<file path="src/sv/orbit_position_generator_defines.svh">
// assertion macros for the orbit position generator
// no dependencies; included by the top level
`ifndef ORBIT_POSITION_GENERATOR_DEFINES_SVH
`define ORBIT_POSITION_GENERATOR_DEFINES_SVH
`ifndef ASSERT_OFF
`define OPG_ASSERT_IMP(lbl, ante, cons, msg) \
    lbl: assert property (@(posedge clk) disable iff (!rst_n) (ante) |-> (cons)) \
        else $error(msg);
`define OPG_ASSERT_NXT(lbl, ante, cons, msg) \
    lbl: assert property (@(posedge clk) disable iff (!rst_n) (ante) |=> (cons)) \
        else $error(msg);
`else
`define OPG_ASSERT_IMP(lbl, ante, cons, msg)
`define OPG_ASSERT_NXT(lbl, ante, cons, msg)
`endif
`endif

</file>
<file path="src/sv/opg_pkg.sv">
// shared types, constants and tables of the orbit position generator
// no dependencies; used by the controller, datapath and top level
package opg_pkg;

    localparam int PHASE_W = 25;
    localparam int ANG_W   = 27;
    localparam int VAL_W   = 36;
    localparam int ACC_W   = 72;
    localparam int Z_W     = 29;

    localparam logic [PHASE_W-1:0] DEG360 = 25'd23592960;
    localparam logic [PHASE_W-1:0] DEG270 = 25'd17694720;
    localparam logic [PHASE_W-1:0] DEG180 = 25'd11796480;
    localparam logic [PHASE_W-1:0] DEG90  = 25'd5898240;
    localparam logic signed [VAL_W-1:0] CORDIC_GAIN = 36'sd652032874;
    localparam logic [4:0] LAST_ITER = 5'd23;

    // operand and destination codes of the multiply sequence
    localparam logic [4:0] R_SH  = 5'd0;
    localparam logic [4:0] R_SP  = 5'd1;
    localparam logic [4:0] R_CH  = 5'd2;
    localparam logic [4:0] R_CB  = 5'd3;
    localparam logic [4:0] R_CP  = 5'd4;
    localparam logic [4:0] R_SB  = 5'd5;
    localparam logic [4:0] R_T1  = 5'd6;
    localparam logic [4:0] R_T2  = 5'd7;
    localparam logic [4:0] R_RAD = 5'd8;
    localparam logic [4:0] R_CO  = 5'd9;
    localparam logic [4:0] R_SO  = 5'd10;
    localparam logic [4:0] R_M00 = 5'd11;
    localparam logic [4:0] R_M20 = 5'd12;
    localparam logic [4:0] R_M01 = 5'd13;
    localparam logic [4:0] R_NSP = 5'd14;
    localparam logic [4:0] R_M02 = 5'd15;
    localparam logic [4:0] R_M22 = 5'd16;
    localparam logic [4:0] R_VX  = 5'd17;
    localparam logic [4:0] R_VZ  = 5'd18;
    localparam logic [4:0] R_RX  = 5'd19;
    localparam logic [4:0] R_RY  = 5'd20;
    localparam logic [4:0] R_RZ  = 5'd21;

    localparam logic [1:0] WB_SET = 2'd0;
    localparam logic [1:0] WB_ADD = 2'd1;
    localparam logic [1:0] WB_NEG = 2'd2;

    localparam logic [4:0] LAST_OP = 5'd16;

    typedef struct packed {
        logic [30:0]        orbit_radius;
        logic [24:0]        orbit_speed;
        logic [24:0]        spin_speed;
        logic signed [25:0] tilt_pitch;
        logic signed [25:0] tilt_yaw;
        logic signed [25:0] tilt_roll;
    } cfg_t;

    typedef struct packed {
        logic       latch_in;
        logic       advance;
        logic       load_ang;
        logic [1:0] ang_sel;
        logic       red_step;
        logic       cordic_init;
        logic       cordic_step;
        logic [4:0] iter;
        logic       trig_store;
        logic       mul_lo;
        logic       mul_hi;
        logic       mul_wb;
        logic [4:0] op;
        logic       result_load;
    } ctl_t;

    typedef struct packed {
        logic ang_ok;
    } sta_t;

    typedef struct packed {
        logic [4:0] src_a;
        logic [4:0] src_b;
        logic [4:0] dst;
        logic [1:0] mode;
    } op_t;

    // arctangent of 2^-i in units of 2^-20 degree
    function automatic logic [26:0] atan_q20(input logic [4:0] i);
        logic [26:0] v;
        case (i)
            5'd0:  v = 27'd47185920;
            5'd1:  v = 27'd27855475;
            5'd2:  v = 27'd14718068;
            5'd3:  v = 27'd7471121;
            5'd4:  v = 27'd3750058;
            5'd5:  v = 27'd1876857;
            5'd6:  v = 27'd938658;
            5'd7:  v = 27'd469357;
            5'd8:  v = 27'd234682;
            5'd9:  v = 27'd117342;
            5'd10: v = 27'd58671;
            5'd11: v = 27'd29335;
            5'd12: v = 27'd14668;
            5'd13: v = 27'd7334;
            5'd14: v = 27'd3667;
            5'd15: v = 27'd1833;
            5'd16: v = 27'd917;
            5'd17: v = 27'd458;
            5'd18: v = 27'd229;
            5'd19: v = 27'd115;
            5'd20: v = 27'd57;
            5'd21: v = 27'd29;
            5'd22: v = 27'd14;
            5'd23: v = 27'd7;
            default: v = 27'd0;
        endcase
        return v;
    endfunction

    // tilt matrix, circle point and rotation as a list of rounded products
    function automatic op_t op_info(input logic [4:0] op);
        op_t o;
        case (op)
            5'd0:  o = '{R_SH,  R_SP, R_T1,  WB_SET};
            5'd1:  o = '{R_CH,  R_CB, R_M00, WB_SET};
            5'd2:  o = '{R_T1,  R_SB, R_M00, WB_ADD};
            5'd3:  o = '{R_SH,  R_CP, R_M20, WB_SET};
            5'd4:  o = '{R_SB,  R_CP, R_M01, WB_SET};
            5'd5:  o = '{R_CH,  R_SP, R_T2,  WB_SET};
            5'd6:  o = '{R_SH,  R_CB, R_M02, WB_NEG};
            5'd7:  o = '{R_T2,  R_SB, R_M02, WB_ADD};
            5'd8:  o = '{R_CH,  R_CP, R_M22, WB_SET};
            5'd9:  o = '{R_RAD, R_CO, R_VX,  WB_SET};
            5'd10: o = '{R_RAD, R_SO, R_VZ,  WB_SET};
            5'd11: o = '{R_M00, R_VX, R_RX,  WB_SET};
            5'd12: o = '{R_M20, R_VZ, R_RX,  WB_ADD};
            5'd13: o = '{R_M01, R_VX, R_RY,  WB_SET};
            5'd14: o = '{R_NSP, R_VZ, R_RY,  WB_ADD};
            5'd15: o = '{R_M02, R_VX, R_RZ,  WB_SET};
            5'd16: o = '{R_M22, R_VZ, R_RZ,  WB_ADD};
            default: o = '{R_SH, R_SP, R_T1, WB_SET};
        endcase
        return o;
    endfunction

endpackage

</file>
<file path="src/sv/opg_ctrl.sv">
// sequencer of the orbit position generator: phase update, four trig
// evaluations, product list, result handoff; uses opg_pkg
module opg_ctrl (
    input  logic          clk,
    input  logic          rst_n,
    input  logic          s_tvalid,
    output logic          s_tready,
    output logic          m_tvalid,
    input  logic          m_tready,
    input  opg_pkg::sta_t sta,
    output opg_pkg::ctl_t ctl
);

    localparam logic [3:0] S_IDLE  = 4'd0;
    localparam logic [3:0] S_ADV   = 4'd1;
    localparam logic [3:0] S_LOAD  = 4'd2;
    localparam logic [3:0] S_RED   = 4'd3;
    localparam logic [3:0] S_ROT   = 4'd4;
    localparam logic [3:0] S_STORE = 4'd5;
    localparam logic [3:0] S_MUL0  = 4'd6;
    localparam logic [3:0] S_MUL1  = 4'd7;
    localparam logic [3:0] S_MUL2  = 4'd8;
    localparam logic [3:0] S_SUM   = 4'd9;

    logic [3:0] state_reg, state_next;
    logic [1:0] ang_reg, ang_next;
    logic [4:0] iter_reg, iter_next;
    logic [4:0] op_reg, op_next;
    logic       valid_reg, valid_next;
    logic       out_free;

    assign out_free = !valid_reg || m_tready;
    assign s_tready = (state_reg == S_IDLE);
    assign m_tvalid = valid_reg;

    always_comb
    begin
        state_next = state_reg;
        ang_next   = ang_reg;
        iter_next  = iter_reg;
        op_next    = op_reg;
        ctl        = '0;
        ctl.ang_sel = ang_reg;
        ctl.iter    = iter_reg;
        ctl.op      = op_reg;
        unique case (state_reg)
            S_IDLE:
            begin
                if (s_tvalid)
                begin
                    ctl.latch_in = 1'b1;
                    state_next   = S_ADV;
                end
            end
            S_ADV:
            begin
                ctl.advance = 1'b1;
                ang_next    = 2'd0;
                state_next  = S_LOAD;
            end
            S_LOAD:
            begin
                ctl.load_ang = 1'b1;
                state_next   = S_RED;
            end
            S_RED:
            begin
                if (sta.ang_ok)
                begin
                    ctl.cordic_init = 1'b1;
                    iter_next       = 5'd0;
                    state_next      = S_ROT;
                end
                else
                begin
                    ctl.red_step = 1'b1;
                end
            end
            S_ROT:
            begin
                ctl.cordic_step = 1'b1;
                iter_next       = iter_reg + 5'd1;
                if (iter_reg == opg_pkg::LAST_ITER)
                begin
                    state_next = S_STORE;
                end
            end
            S_STORE:
            begin
                ctl.trig_store = 1'b1;
                if (ang_reg == 2'd3)
                begin
                    op_next    = 5'd0;
                    state_next = S_MUL0;
                end
                else
                begin
                    ang_next   = ang_reg + 2'd1;
                    state_next = S_LOAD;
                end
            end
            S_MUL0:
            begin
                ctl.mul_lo = 1'b1;
                state_next = S_MUL1;
            end
            S_MUL1:
            begin
                ctl.mul_hi = 1'b1;
                state_next = S_MUL2;
            end
            S_MUL2:
            begin
                ctl.mul_wb = 1'b1;
                op_next    = op_reg + 5'd1;
                state_next = (op_reg == opg_pkg::LAST_OP) ? S_SUM : S_MUL0;
            end
            S_SUM:
            begin
                if (out_free)
                begin
                    ctl.result_load = 1'b1;
                    state_next      = S_IDLE;
                end
            end
            default:
            begin
                state_next = S_IDLE;
            end
        endcase
    end

    always_comb
    begin
        valid_next = valid_reg;
        if (ctl.result_load)
        begin
            valid_next = 1'b1;
        end
        else if (m_tready)
        begin
            valid_next = 1'b0;
        end
    end

    always_ff @(posedge clk or negedge rst_n)
    begin
        if (!rst_n)
        begin
            state_reg <= S_IDLE;
            ang_reg   <= 2'd0;
            iter_reg  <= 5'd0;
            op_reg    <= 5'd0;
            valid_reg <= 1'b0;
        end
        else
        begin
            state_reg <= state_next;
            ang_reg   <= ang_next;
            iter_reg  <= iter_next;
            op_reg    <= op_next;
            valid_reg <= valid_next;
        end
    end

endmodule

</file>
<file path="config.mk">
export PLATFORM = sky130hd
export DESIGN_NAME = opg_ctrl
export DESIGN_NICKNAME = d
export VERILOG_FILES = /design/src/sv/orbit_position_generator_defines.svh /design/src/sv/opg_pkg.sv /design/src/sv/opg_ctrl.sv
export SDC_FILE = /design/constraint.sdc
export NUM_CORES = 1
export LEC_CHECK = 0
export BUFFER_PORTS_ARGS = -buffer_cell sky130_fd_sc_hd__buf_4
export CAP_MARGIN = 40
export CORE_MARGIN = 5
export CORE_UTILIZATION = 45
export CTS_CLUSTER_SIZE = 12
export DETAILED_ROUTE_END_ITERATION = 8
export GPL_TIMING_DRIVEN = 0
export PLACE_DENSITY = 0.73
export RECOVER_POWER = 100
export SETUP_SLACK_MARGIN = 0.1
export SYNTH_ARGS = -nofsm -noshare
export SYNTH_HDL_FRONTEND = slang
export SYNTH_SLANG_ARGS = --single-unit
</file>
<file path="constraint.sdc">
create_clock -name clk -period 1.7 [get_ports clk]
set_clock_uncertainty 0.05 [all_clocks]
set_input_delay 0.085 -clock clk [delete_from_list [all_inputs] [get_ports clk]]
set_output_delay 0.085 -clock clk [all_outputs]
set_load 0.02 [all_outputs]
</file>
==> results of run 1 <==
[final cells by class]
cell class	instances	share of cell area
multi-input combinational	91	0.431
sequential	17	0.292
timing repair buffer	42	0.188
buffer	5	0.0323
tap	28	0.0238
clock buffer	3	0.0153
inverter	5	0.0144
clock inverter	1	0.00340
[stage by stage]
step / util / cells
after floorplan: - / 118
after global placement: 0.592 / 175
after detailed placement: 0.592 / 175
after CTS: 0.666 / 190
after global routing: 0.666 / 192
final: 0.666 / 192
[cell families after synthesis]
| family | count (synthesis) | share of synthesized area |
|---|---|---|
| compound gates | 24 | 0.143 |
| xor+xnor | 4 | 0.0336 |
| fa+ha+maj | 4 | 0.0480 |
| buf+inv | 10 | 0.0396 |
| flops | 17 | 0.408 |
| mux | 2 | 0.0204 |
| simple gates | 57 | 0.308 |
[power by group through the flow]
stage | Sequential (mW) | Combinational [mW] | Clock [mW]
final | 0.710 | 1.53 | 0.231
after global routing | 0.729 | 1.66 | 0.248
after CTS | 0.699 | 1.46 | 0.225
after detailed placement | 0.721 | 1.20 | 0
after global placement | 0.712 | 1.17 | 0
after floorplan | 0.776 | 0.705 | 0
[cell usage in the layout (no fill, tap or decap), types with 4 or more instances in the layout]
cell      Yosys  routed
a21oi_1       4       4
buf_4         1      27
buf_6         0       4
clkbuf_1      4      14
dfrtp_1      17      13
dfrtp_2       0       4
ha_1          4       4
nand2_1      16      16
nand2b_1      5       4
nand3_1       5       5
nor2_1        9       9
o21ai_0       8       7
o21ai_1       4       5
xor2_1        4       4
[final timing paths]
path,start,to
setup / recovery,state_reg[0],ctl[6]
hold / removal,m_tready,m_tvalid
setup reg to reg,state_reg[1],state_reg[0]
hold reg to reg,ang_reg[0],ang_reg[0]
max in group asynchronous,rst_n,state_reg[3]
min in group asynchronous,rst_n,ang_reg[0]
[per-layer routing]
layer,global-route usage,vias up,routed length [um]
li1,-,507,-
met5,0,-,0
met4,0.0497,0,33
met3,0.0334,5,201
met1,0.236,496,1260
met2,0.318,42,1430
[what timing repair did]
| item | in CTS | in global routing |
|---|---|---|
| pin swaps | 2 | 6 |
| hold buffers | 1 | 0 |
| setup endpoints to repair | 15 | 16 |
| endpoints found under the hold margin | 17 | 0 |
| buffers inserted | 10 | 2 |
| gates resized for setup | 20 | 12 |
[worst max-delay path, delay by kind of cell (launching register included)]
kind          cells  cell delay [ns]
buf+inv           2             0.19
simple gates      1             0.59
flops             1             0.46
==> impl_metrics.tcl, run 1 <==
set metrics [dict create \
    die_x_um 58.2 \
    clock-root-buffer "clkbuf_4" \
    setup_tns_ns 0 \
    fin_crit_sh 0.988 \
    via_count 1050 \
    whs_ns 0.0124 \
    synth.distinct_cells 35 \
    hp-class "primary input to flop" \
    report.final.slew_viol_count 0 \
    synthesis.area_sq_mm 0.00104 \
    area_growth_pct 41.1 \
    ant_nets 0 \
    syn-instance-count 118 \
    worstMarginPinSlew_ns 0.974 \
    p_int_mw 1.33 \
    cp_max_fo 6 \
    status "complete, no violations" \
    worstSetupPathType "flop to primary output" \
    syn_area_per_cell_sq_um 8.84 \
    row_count 17 \
    path_cells "or4b_4, inv_4, buf_6" \
    clk_path_buf_depth 2 \
    p_leak_nw 0.700 \
    synth_edf_count 0 \
    yosysWarnings 0 \
    fin_ws_ns 0.0205 \
    async_reset_ff_frac 1.00 \
    power_mw 2.47 \
    nFillCells 199 \
    overflow 0 \
    wirelength_mm 2.92 \
    place_congestion 0.746 \
    synth_most_common_cell "dfrtp_1" \
    clkLatencyLatePin_ns 0.30 \
    via_per_inst 5.47 \
    worstSetupStartpointType "flop" \
    end_kind "primary output" \
    cts_tree "done" \
    core_sq_mm 0.00221 \
    die_h_um 58.2 \
    hold_viol 0 \
    drc_errors 0 \
    drt_iter0_markers 42 \
    sw_frac_of_total 0.462 \
    ys.flop_type "dfrtp_1" \
    crit_required_ns 1.56 \
    relSlewSlack 0.350 \
    cts_buffers 3 \
    cts.htree.levels 1 \
    num_io_pins 30 \
    synth_common_cells "dfrtp_1, nand2_1, nor2_1" \
    multi_input_comb_area_sq_um 634 \
    synth_seq_cells 17 \
    timing.fmax_mhz 595 \
    diodes 0 \
    r2r_cells 3 \
    cts_sinks 17 \
    wl_per_cell_um 15.2 \
    drive_above_1_share 0.329 \
    synth_area_leaders "dfrtp_1, nand2_1, ha_1, o21ai_0, xor2_1" \
    placed_cell_area_sq_mm 0.00131 \
    max_stage_delay_ns 0.59 \
    grt_use_total 0.184 \
    nets 174 \
    drt-pass1-iter-count 4 \
    yosys.area.top_type "dfrtp_1" \
    grt_pass1_vias 1060 \
    period_minus_slack_ns 1.68 \
    arrival_ns 1.54 \
    syn-num-nets 127 \
    comb_power_share 0.618 \
    crit_path_top_delay_cell "or4b_4" \
    die_area_sq_mm 0.00338 \
    share_seq_of_total_power 0.288 \
    rsz0062_at_grt "yes" \
    path_clk_slew_ns 0.11 \
    power_density_mw_per_mm2 1670 \
    p_switching_mw 1.14 \
    hold_path_depth 3 \
    final_cell_area_sq_mm 0.00147 \
    start_util 0.472 \
    seq_area_sq_um 430 \
    grt_max_degree 18 \
    p_clk_frac 0.094 \
    reg2reg_slack_ns 0.02 \
    antenna_found_initial 0 \
    hpwl_mm 1.86 \
    place_ws_ns -0.0166 \
    synth.top_cell.area_share 0.408 \
    numPortBuffers 29 \
    ys_seq_area_frac 0.408 \
    vdd_drop_max_uv 976 \
    drv_cap 0 \
    grt_pass1_wl_mm 4.90 \
    setup_viol 0 \
]
Note: power is estimated with default switching activity, not from simulation.
==> run 2: changes to the inputs <==
--- a/config.mk
+++ b/config.mk
@@ -7,7 +7,7 @@
 export LEC_CHECK = 0
 export BUFFER_PORTS_ARGS = -buffer_cell sky130_fd_sc_hd__buf_4
 export CAP_MARGIN = 40
-export CORE_MARGIN = 5
+export CORE_MARGIN = 2
 export CORE_UTILIZATION = 45
 export CTS_CLUSTER_SIZE = 12
 export DETAILED_ROUTE_END_ITERATION = 8
==> run 2 against run 1 <==
Net effect:
- worst hold slack better by 0.023 ns
- power is 0.23% higher
- critical path type is now flop to flop
- flip-flop and latch count stayed put
==> impl_metrics.tcl, run 2 (synthesis gave the netlist of run 1 again) <==
set metrics [dict create \
    num_io_pins 30 \
    p_leak_nw 0.701 \
    place_ws_ns -0.0387 \
    top_layer "met4" \
    crit_path_top_delay_cell "or4b_4" \
    status "complete, no violations" \
    grt_max_degree 18 \
    ant_nets 0 \
    via_per_inst 5.44 \
    overflow 0 \
    place_congestion 0.827 \
    setup_viol 0 \
    power_mw 2.47 \
    drc_errors 0 \
    cp_max_fo 4 \
    die_x_um 52.2 \
    r2r_cells 3 \
    r2r-end "state_reg[0]" \
    whs_ns 0.0352 \
    cts_tree "done" \
    clkLatencyLatePin_ns 0.30 \
    crit_required_ns 1.85 \
    path_cells "or4b_4, o211ai_2, mux2_4" \
    final_cell_area_sq_mm 0.00149 \
    clk_path_buf_depth 2 \
    final_common_cell "buf_4" \
    die_area_sq_mm 0.00272 \
    hold_viol 0 \
    cts_buffers 3 \
    vdd_drop_max_uv 1140 \
    start_util 0.472 \
    clock-root-buffer "clkbuf_4" \
    fin_util 0.673 \
    startpoint "state_reg[1]" \
    reg2reg_slack_ns 0.002 \
    crit_family "simple AND/OR/NAND/NOR gates" \
    timing.fmax_mhz 589 \
    cts_sinks 17 \
    area_growth_pct 42.7 \
    power_density_mw_per_mm2 1660 \
    dp.cells 175 \
    worstMarginPinSlew_ns 0.943 \
    numPortBuffers 29 \
    placed_cell_area_sq_mm 0.00131 \
    hp-class "primary input to flop" \
    arrival_ns 1.84 \
    diodes 0 \
    drt-pass1-iter-count 4 \
    wl_met3_um 166 \
    relSlewSlack 0.371 \
    cp_num_buf_inv 0 \
    wl_per_cell_um 14.5 \
    path_depth 3 \
    hpwl_mm 1.71 \
    grt_pass1_wl_mm 4.23 \
    core_sq_mm 0.00221 \
    drive_above_1_share 0.358 \
    die_h_um 52.2 \
    wl_met1_mm 1.27 \
    nets 175 \
    antenna_found_initial 0 \
    grt_use_total 0.211 \
    fin_crit_sh 0.999 \
    worstSetupStartpointType "flop" \
    setup_tns_ns 0 \
    crit_end "state_reg[0]" \
    rsz0062_at_grt "yes" \
    period_minus_slack_ns 1.70 \
    row_count 17 \
    wirelength_mm 2.79 \
    wl_met2_mm 1.32 \
    fin_ws_ns 0.00243 \
    via_count 1050 \
    end_kind "flop" \
    max_stage_delay_ns 0.59 \
    final_cell_mix "buf_4, nand2_1, dfrtp_1" \
    finalNonFillerCells 193 \
    worstSetupPathType "flop to flop" \
    report.final.slew_viol_count 0 \
    grt_pass1_vias 942 \
    path_clk_slew_ns 0.11 \
    drt_iter0_markers 30 \
    drv_cap 0 \
    cts.htree.levels 1 \
    r2r_start "state_reg[1]" \
]
run 2: cell type report:
cell class                      count  area (sq um)
Tap cell                           28          35.0
Multi-Input combinational cell     91           628
Timing Repair Buffer               43           292
Fill cell                         187           723
Clock inverter                      1          7.51
Buffer                              5          52.6
Inverter                            5          21.3
Clock buffer                        3          22.5
Sequential cell                    17           430
run 2: what timing repair did:
| item | in CTS | in global routing |
|---|---|---|
| endpoints found under the hold margin | 17 | 0 |
| resized for setup | 19 | 15 |
| setup endpoints to repair | 14 | 15 |
| gates cloned | 0 | 0 |
| buffers inserted | 10 | 3 |
| pin swaps | 2 | 3 |
| hold buffers | 1 | 0 |
run 2: how the worst min path moves through the flow:
| stage | depth (start not counted) | end | startpoint |
|---|---|---|---|
| after floorplan | 0 | ang_reg[0] | rst_n |
| after global placement | 1 | op_reg[4] | rst_n |
| after CTS | 3 | m_tvalid | m_tready |
| final | 3 | m_tvalid | m_tready |
| after global routing | 3 | m_tvalid | m_tready |
| after detailed placement | 1 | iter_reg[2] | rst_n |
run 2: report_power, final:
part           internal (mW)  switching, mW
Sequential             0.540          0.177
Clock                 0.0896          0.148
Combinational          0.697          0.820
Total                   1.33           1.15
run 2: tightest hold or removal path, cell delays in order:
cell and delay, ns:
buf_4 0.08, nor2b_1 0.05, nand2b_1 0.14
run 2: routing by layer:
metal,vias up,GRT usage
li1,505,-
met1,497,0.289
met2,41,0.340
met3,7,0.0374
met4,0,0.0641
met5,-,0
==> run 3: changes to the inputs <==
--- a/config.mk
+++ b/config.mk
@@ -8,11 +8,12 @@
 export BUFFER_PORTS_ARGS = -buffer_cell sky130_fd_sc_hd__buf_4
 export CAP_MARGIN = 40
 export CORE_MARGIN = 2
-export CORE_UTILIZATION = 45
+export CORE_UTILIZATION = 47
+export CTS_BUF_LIST = sky130_fd_sc_hd__clkbuf_8
 export CTS_CLUSTER_SIZE = 12
 export DETAILED_ROUTE_END_ITERATION = 8
 export GPL_TIMING_DRIVEN = 0
-export PLACE_DENSITY = 0.73
+export PLACE_DENSITY = 0.76
 export RECOVER_POWER = 100
 export SETUP_SLACK_MARGIN = 0.1
 export SYNTH_ARGS = -nofsm -noshare
==> constraint.sdc (replaced) <==
create_clock -name clk -period 1.43 [get_ports clk]
set_clock_uncertainty 0.05 [all_clocks]
set_input_delay 0.0715 -clock clk [delete_from_list [all_inputs] [get_ports clk]]
set_output_delay 0.0715 -clock clk [all_outputs]
set_load 0.02 [all_outputs]
==> run 3 against run 2 <==
Net effect:
- the run now ends with setup timing left
- die area is 3.9% lower
- maximum frequency is 0.20% lower
- critical path depth stayed put
- global-route usage is 3.0 points higher
- wire length is 14% higher
- non-clock buffer count is 2 higher
- count of clock-buffer cells in the layout stayed put
- register-to-register slack worse by 0.27 ns
- largest cell class unchanged
- largest power group unchanged
- highest routed layer unchanged
==> impl_metrics.tcl, run 3 (synthesis gave the netlist of run 1 again) <==
set metrics [dict create \
    p_leak_nw 0.741 \
    drive_above_1_share 0.437 \
    path_depth 3 \
    nets 177 \
    wirelength_mm 3.18 \
    drt-pass1-iter-count 4 \
    end_kind "flop" \
    via_count 1111 \
    worstSetupPathType "flop to flop" \
    via_per_inst 5.70 \
    die_area_sq_mm 0.00261 \
    cts_tree "done" \
    drc_errors 0 \
    grt_pass1_vias 1004 \
    worstMarginPinSlew_ns 0.903 \
    final_common_cell "buf_4" \
    clk_path_buf_depth 2 \
    hpwl_mm 1.74 \
    start_util 0.486 \
    drt_iter0_markers 32 \
    violations "setup timing" \
    grt_pass1_wl_mm 4.60 \
    worstSetupStartpointType "flop" \
    diodes 0 \
    fin_util 0.768 \
    relSlewSlack 0.398 \
    overflow 0 \
    report.final.slew_viol_count 0 \
    core_sq_mm 0.00215 \
    status "finished with violations" \
    cts_sinks 17 \
    rsz0062_at_grt "yes" \
    num_io_pins 30 \
    place_congestion 0.790 \
    crit_family "simple AND/OR/NAND/NOR gates" \
    wl_per_cell_um 16.3 \
    numPortBuffers 29 \
    setup_tns_ns -2.12 \
    fin_crit_sh 1.19 \
    fin_ws_ns -0.271 \
    max_stage_delay_ns 0.56 \
    hold_path_depth 3 \
    nFillCells 152 \
    cts_buffers 3 \
    arrival_ns 1.79 \
    cp_num_buf_inv 0 \
    timing.fmax_mhz 588 \
    crit_required_ns 1.52 \
    clock-root-buffer "clkbuf_8" \
    period_minus_slack_ns 1.70 \
    row_count 17 \
    finalNonFillerCells 195 \
    power_density_mw_per_mm2 2040 \
    die_h_um 51.1 \
    crit_path_top_delay_cell "or4b_4" \
    final_cell_mix "buf_4, clkbuf_1, nand2_1" \
    dp.cells 175 \
    cp_max_fo 5 \
    drv_cap 0 \
    clkLatencyLatePin_ns 0.26 \
    cts.htree.levels 1 \
    hp-class "primary input to flop" \
    ant_nets 0 \
    path_cells "or4b_4, o211ai_2, mux2_4" \
    vdd_drop_max_uv 1600 \
    grt_use_total 0.241 \
    grt_max_degree 18 \
    path_clk_slew_ns 0.07 \
    die_x_um 51.1 \
    r2r_cells 3 \
    setup_viol 23 \
    area_growth_pct 58.2 \
    hold_viol 0 \
    antenna_found_initial 0 \
]
==> run 3: area by class of cell <==
cell class / count / area [sq um] / area share
Tap cell: 28 / 35.0 / 0.0212
Sequential cell: 17 / 433 / 0.262
Clock inverter: 1 / 5.00 / 0.00303
Clock buffer: 3 / 41.3 / 0.0250
Timing Repair Buffer: 45 / 318 / 0.193
Multi-Input combinational cell: 91 / 739 / 0.448
Inverter: 5 / 21.3 / 0.0129
Buffer: 5 / 57.6 / 0.0349
==> run 3: final timing paths <==
path / start / to / slack, ns
min reg2reg: ang_reg[0] / ang_reg[0] / 0.47
min in group asynchronous: rst_n / op_reg[2] / 0.39
min: m_tready / m_tvalid / 0.05
max reg2reg: state_reg[1] / state_reg[0] / -0.27
max: state_reg[1] / state_reg[0] / -0.27
max in group asynchronous: rst_n / state_reg[0] / 0.32
==> run 3: repair_timing <==
action / CTS / global route
hold endpoints to repair: 17 / 0
hold buffers: 1 / 0
pin swaps: 16 / 5
resized for setup: 52 / 17
setup buffers: 11 / 4
endpoints found under the setup margin: 26 / 28
==> run 3: stage by stage <==
| step | total power, mW | setup slack [ns] | area, sq um | hold slack (ns) |
|---|---|---|---|---|
| after CTS | 3.24 | -0.209 | 1630 | 0.0612 |
| after detailed placement | 2.29 | -0.280 | 1320 | -0.101 |
| after global routing | 3.56 | -0.286 | 1650 | 0.0860 |
| final | 3.37 | -0.271 | 1650 | 0.0526 |
| after floorplan | 1.78 | -0.194 | 1070 | -0.274 |
| after global placement | 2.25 | -0.266 | 1320 | -0.0997 |
==> run 3: worst min-delay path: stages <==
cell and delay [ns]:
buf_4 0.08, nor2b_1 0.05, nand2b_1 0.13
==> run 3: per-layer routing <==
metal | vias to the layer above | track usage | wire length [um]
li1 | 514 | - | -
met1 | 542 | 0.297 | 1330
met3 | 7 | 0.0439 | 159
met2 | 48 | 0.387 | 1630
met4 | 0 | 0.149 | 64
met5 | - | 0 | 0
==> run 3: where the power goes <==
| part | leakage (nW) | switching, mW | internal [mW] |
|---|---|---|---|
| Clock | 0.0255 | 0.182 | 0.194 |
| Combinational | 0.498 | 1.17 | 0.976 |
| Sequential | 0.218 | 0.207 | 0.646 |
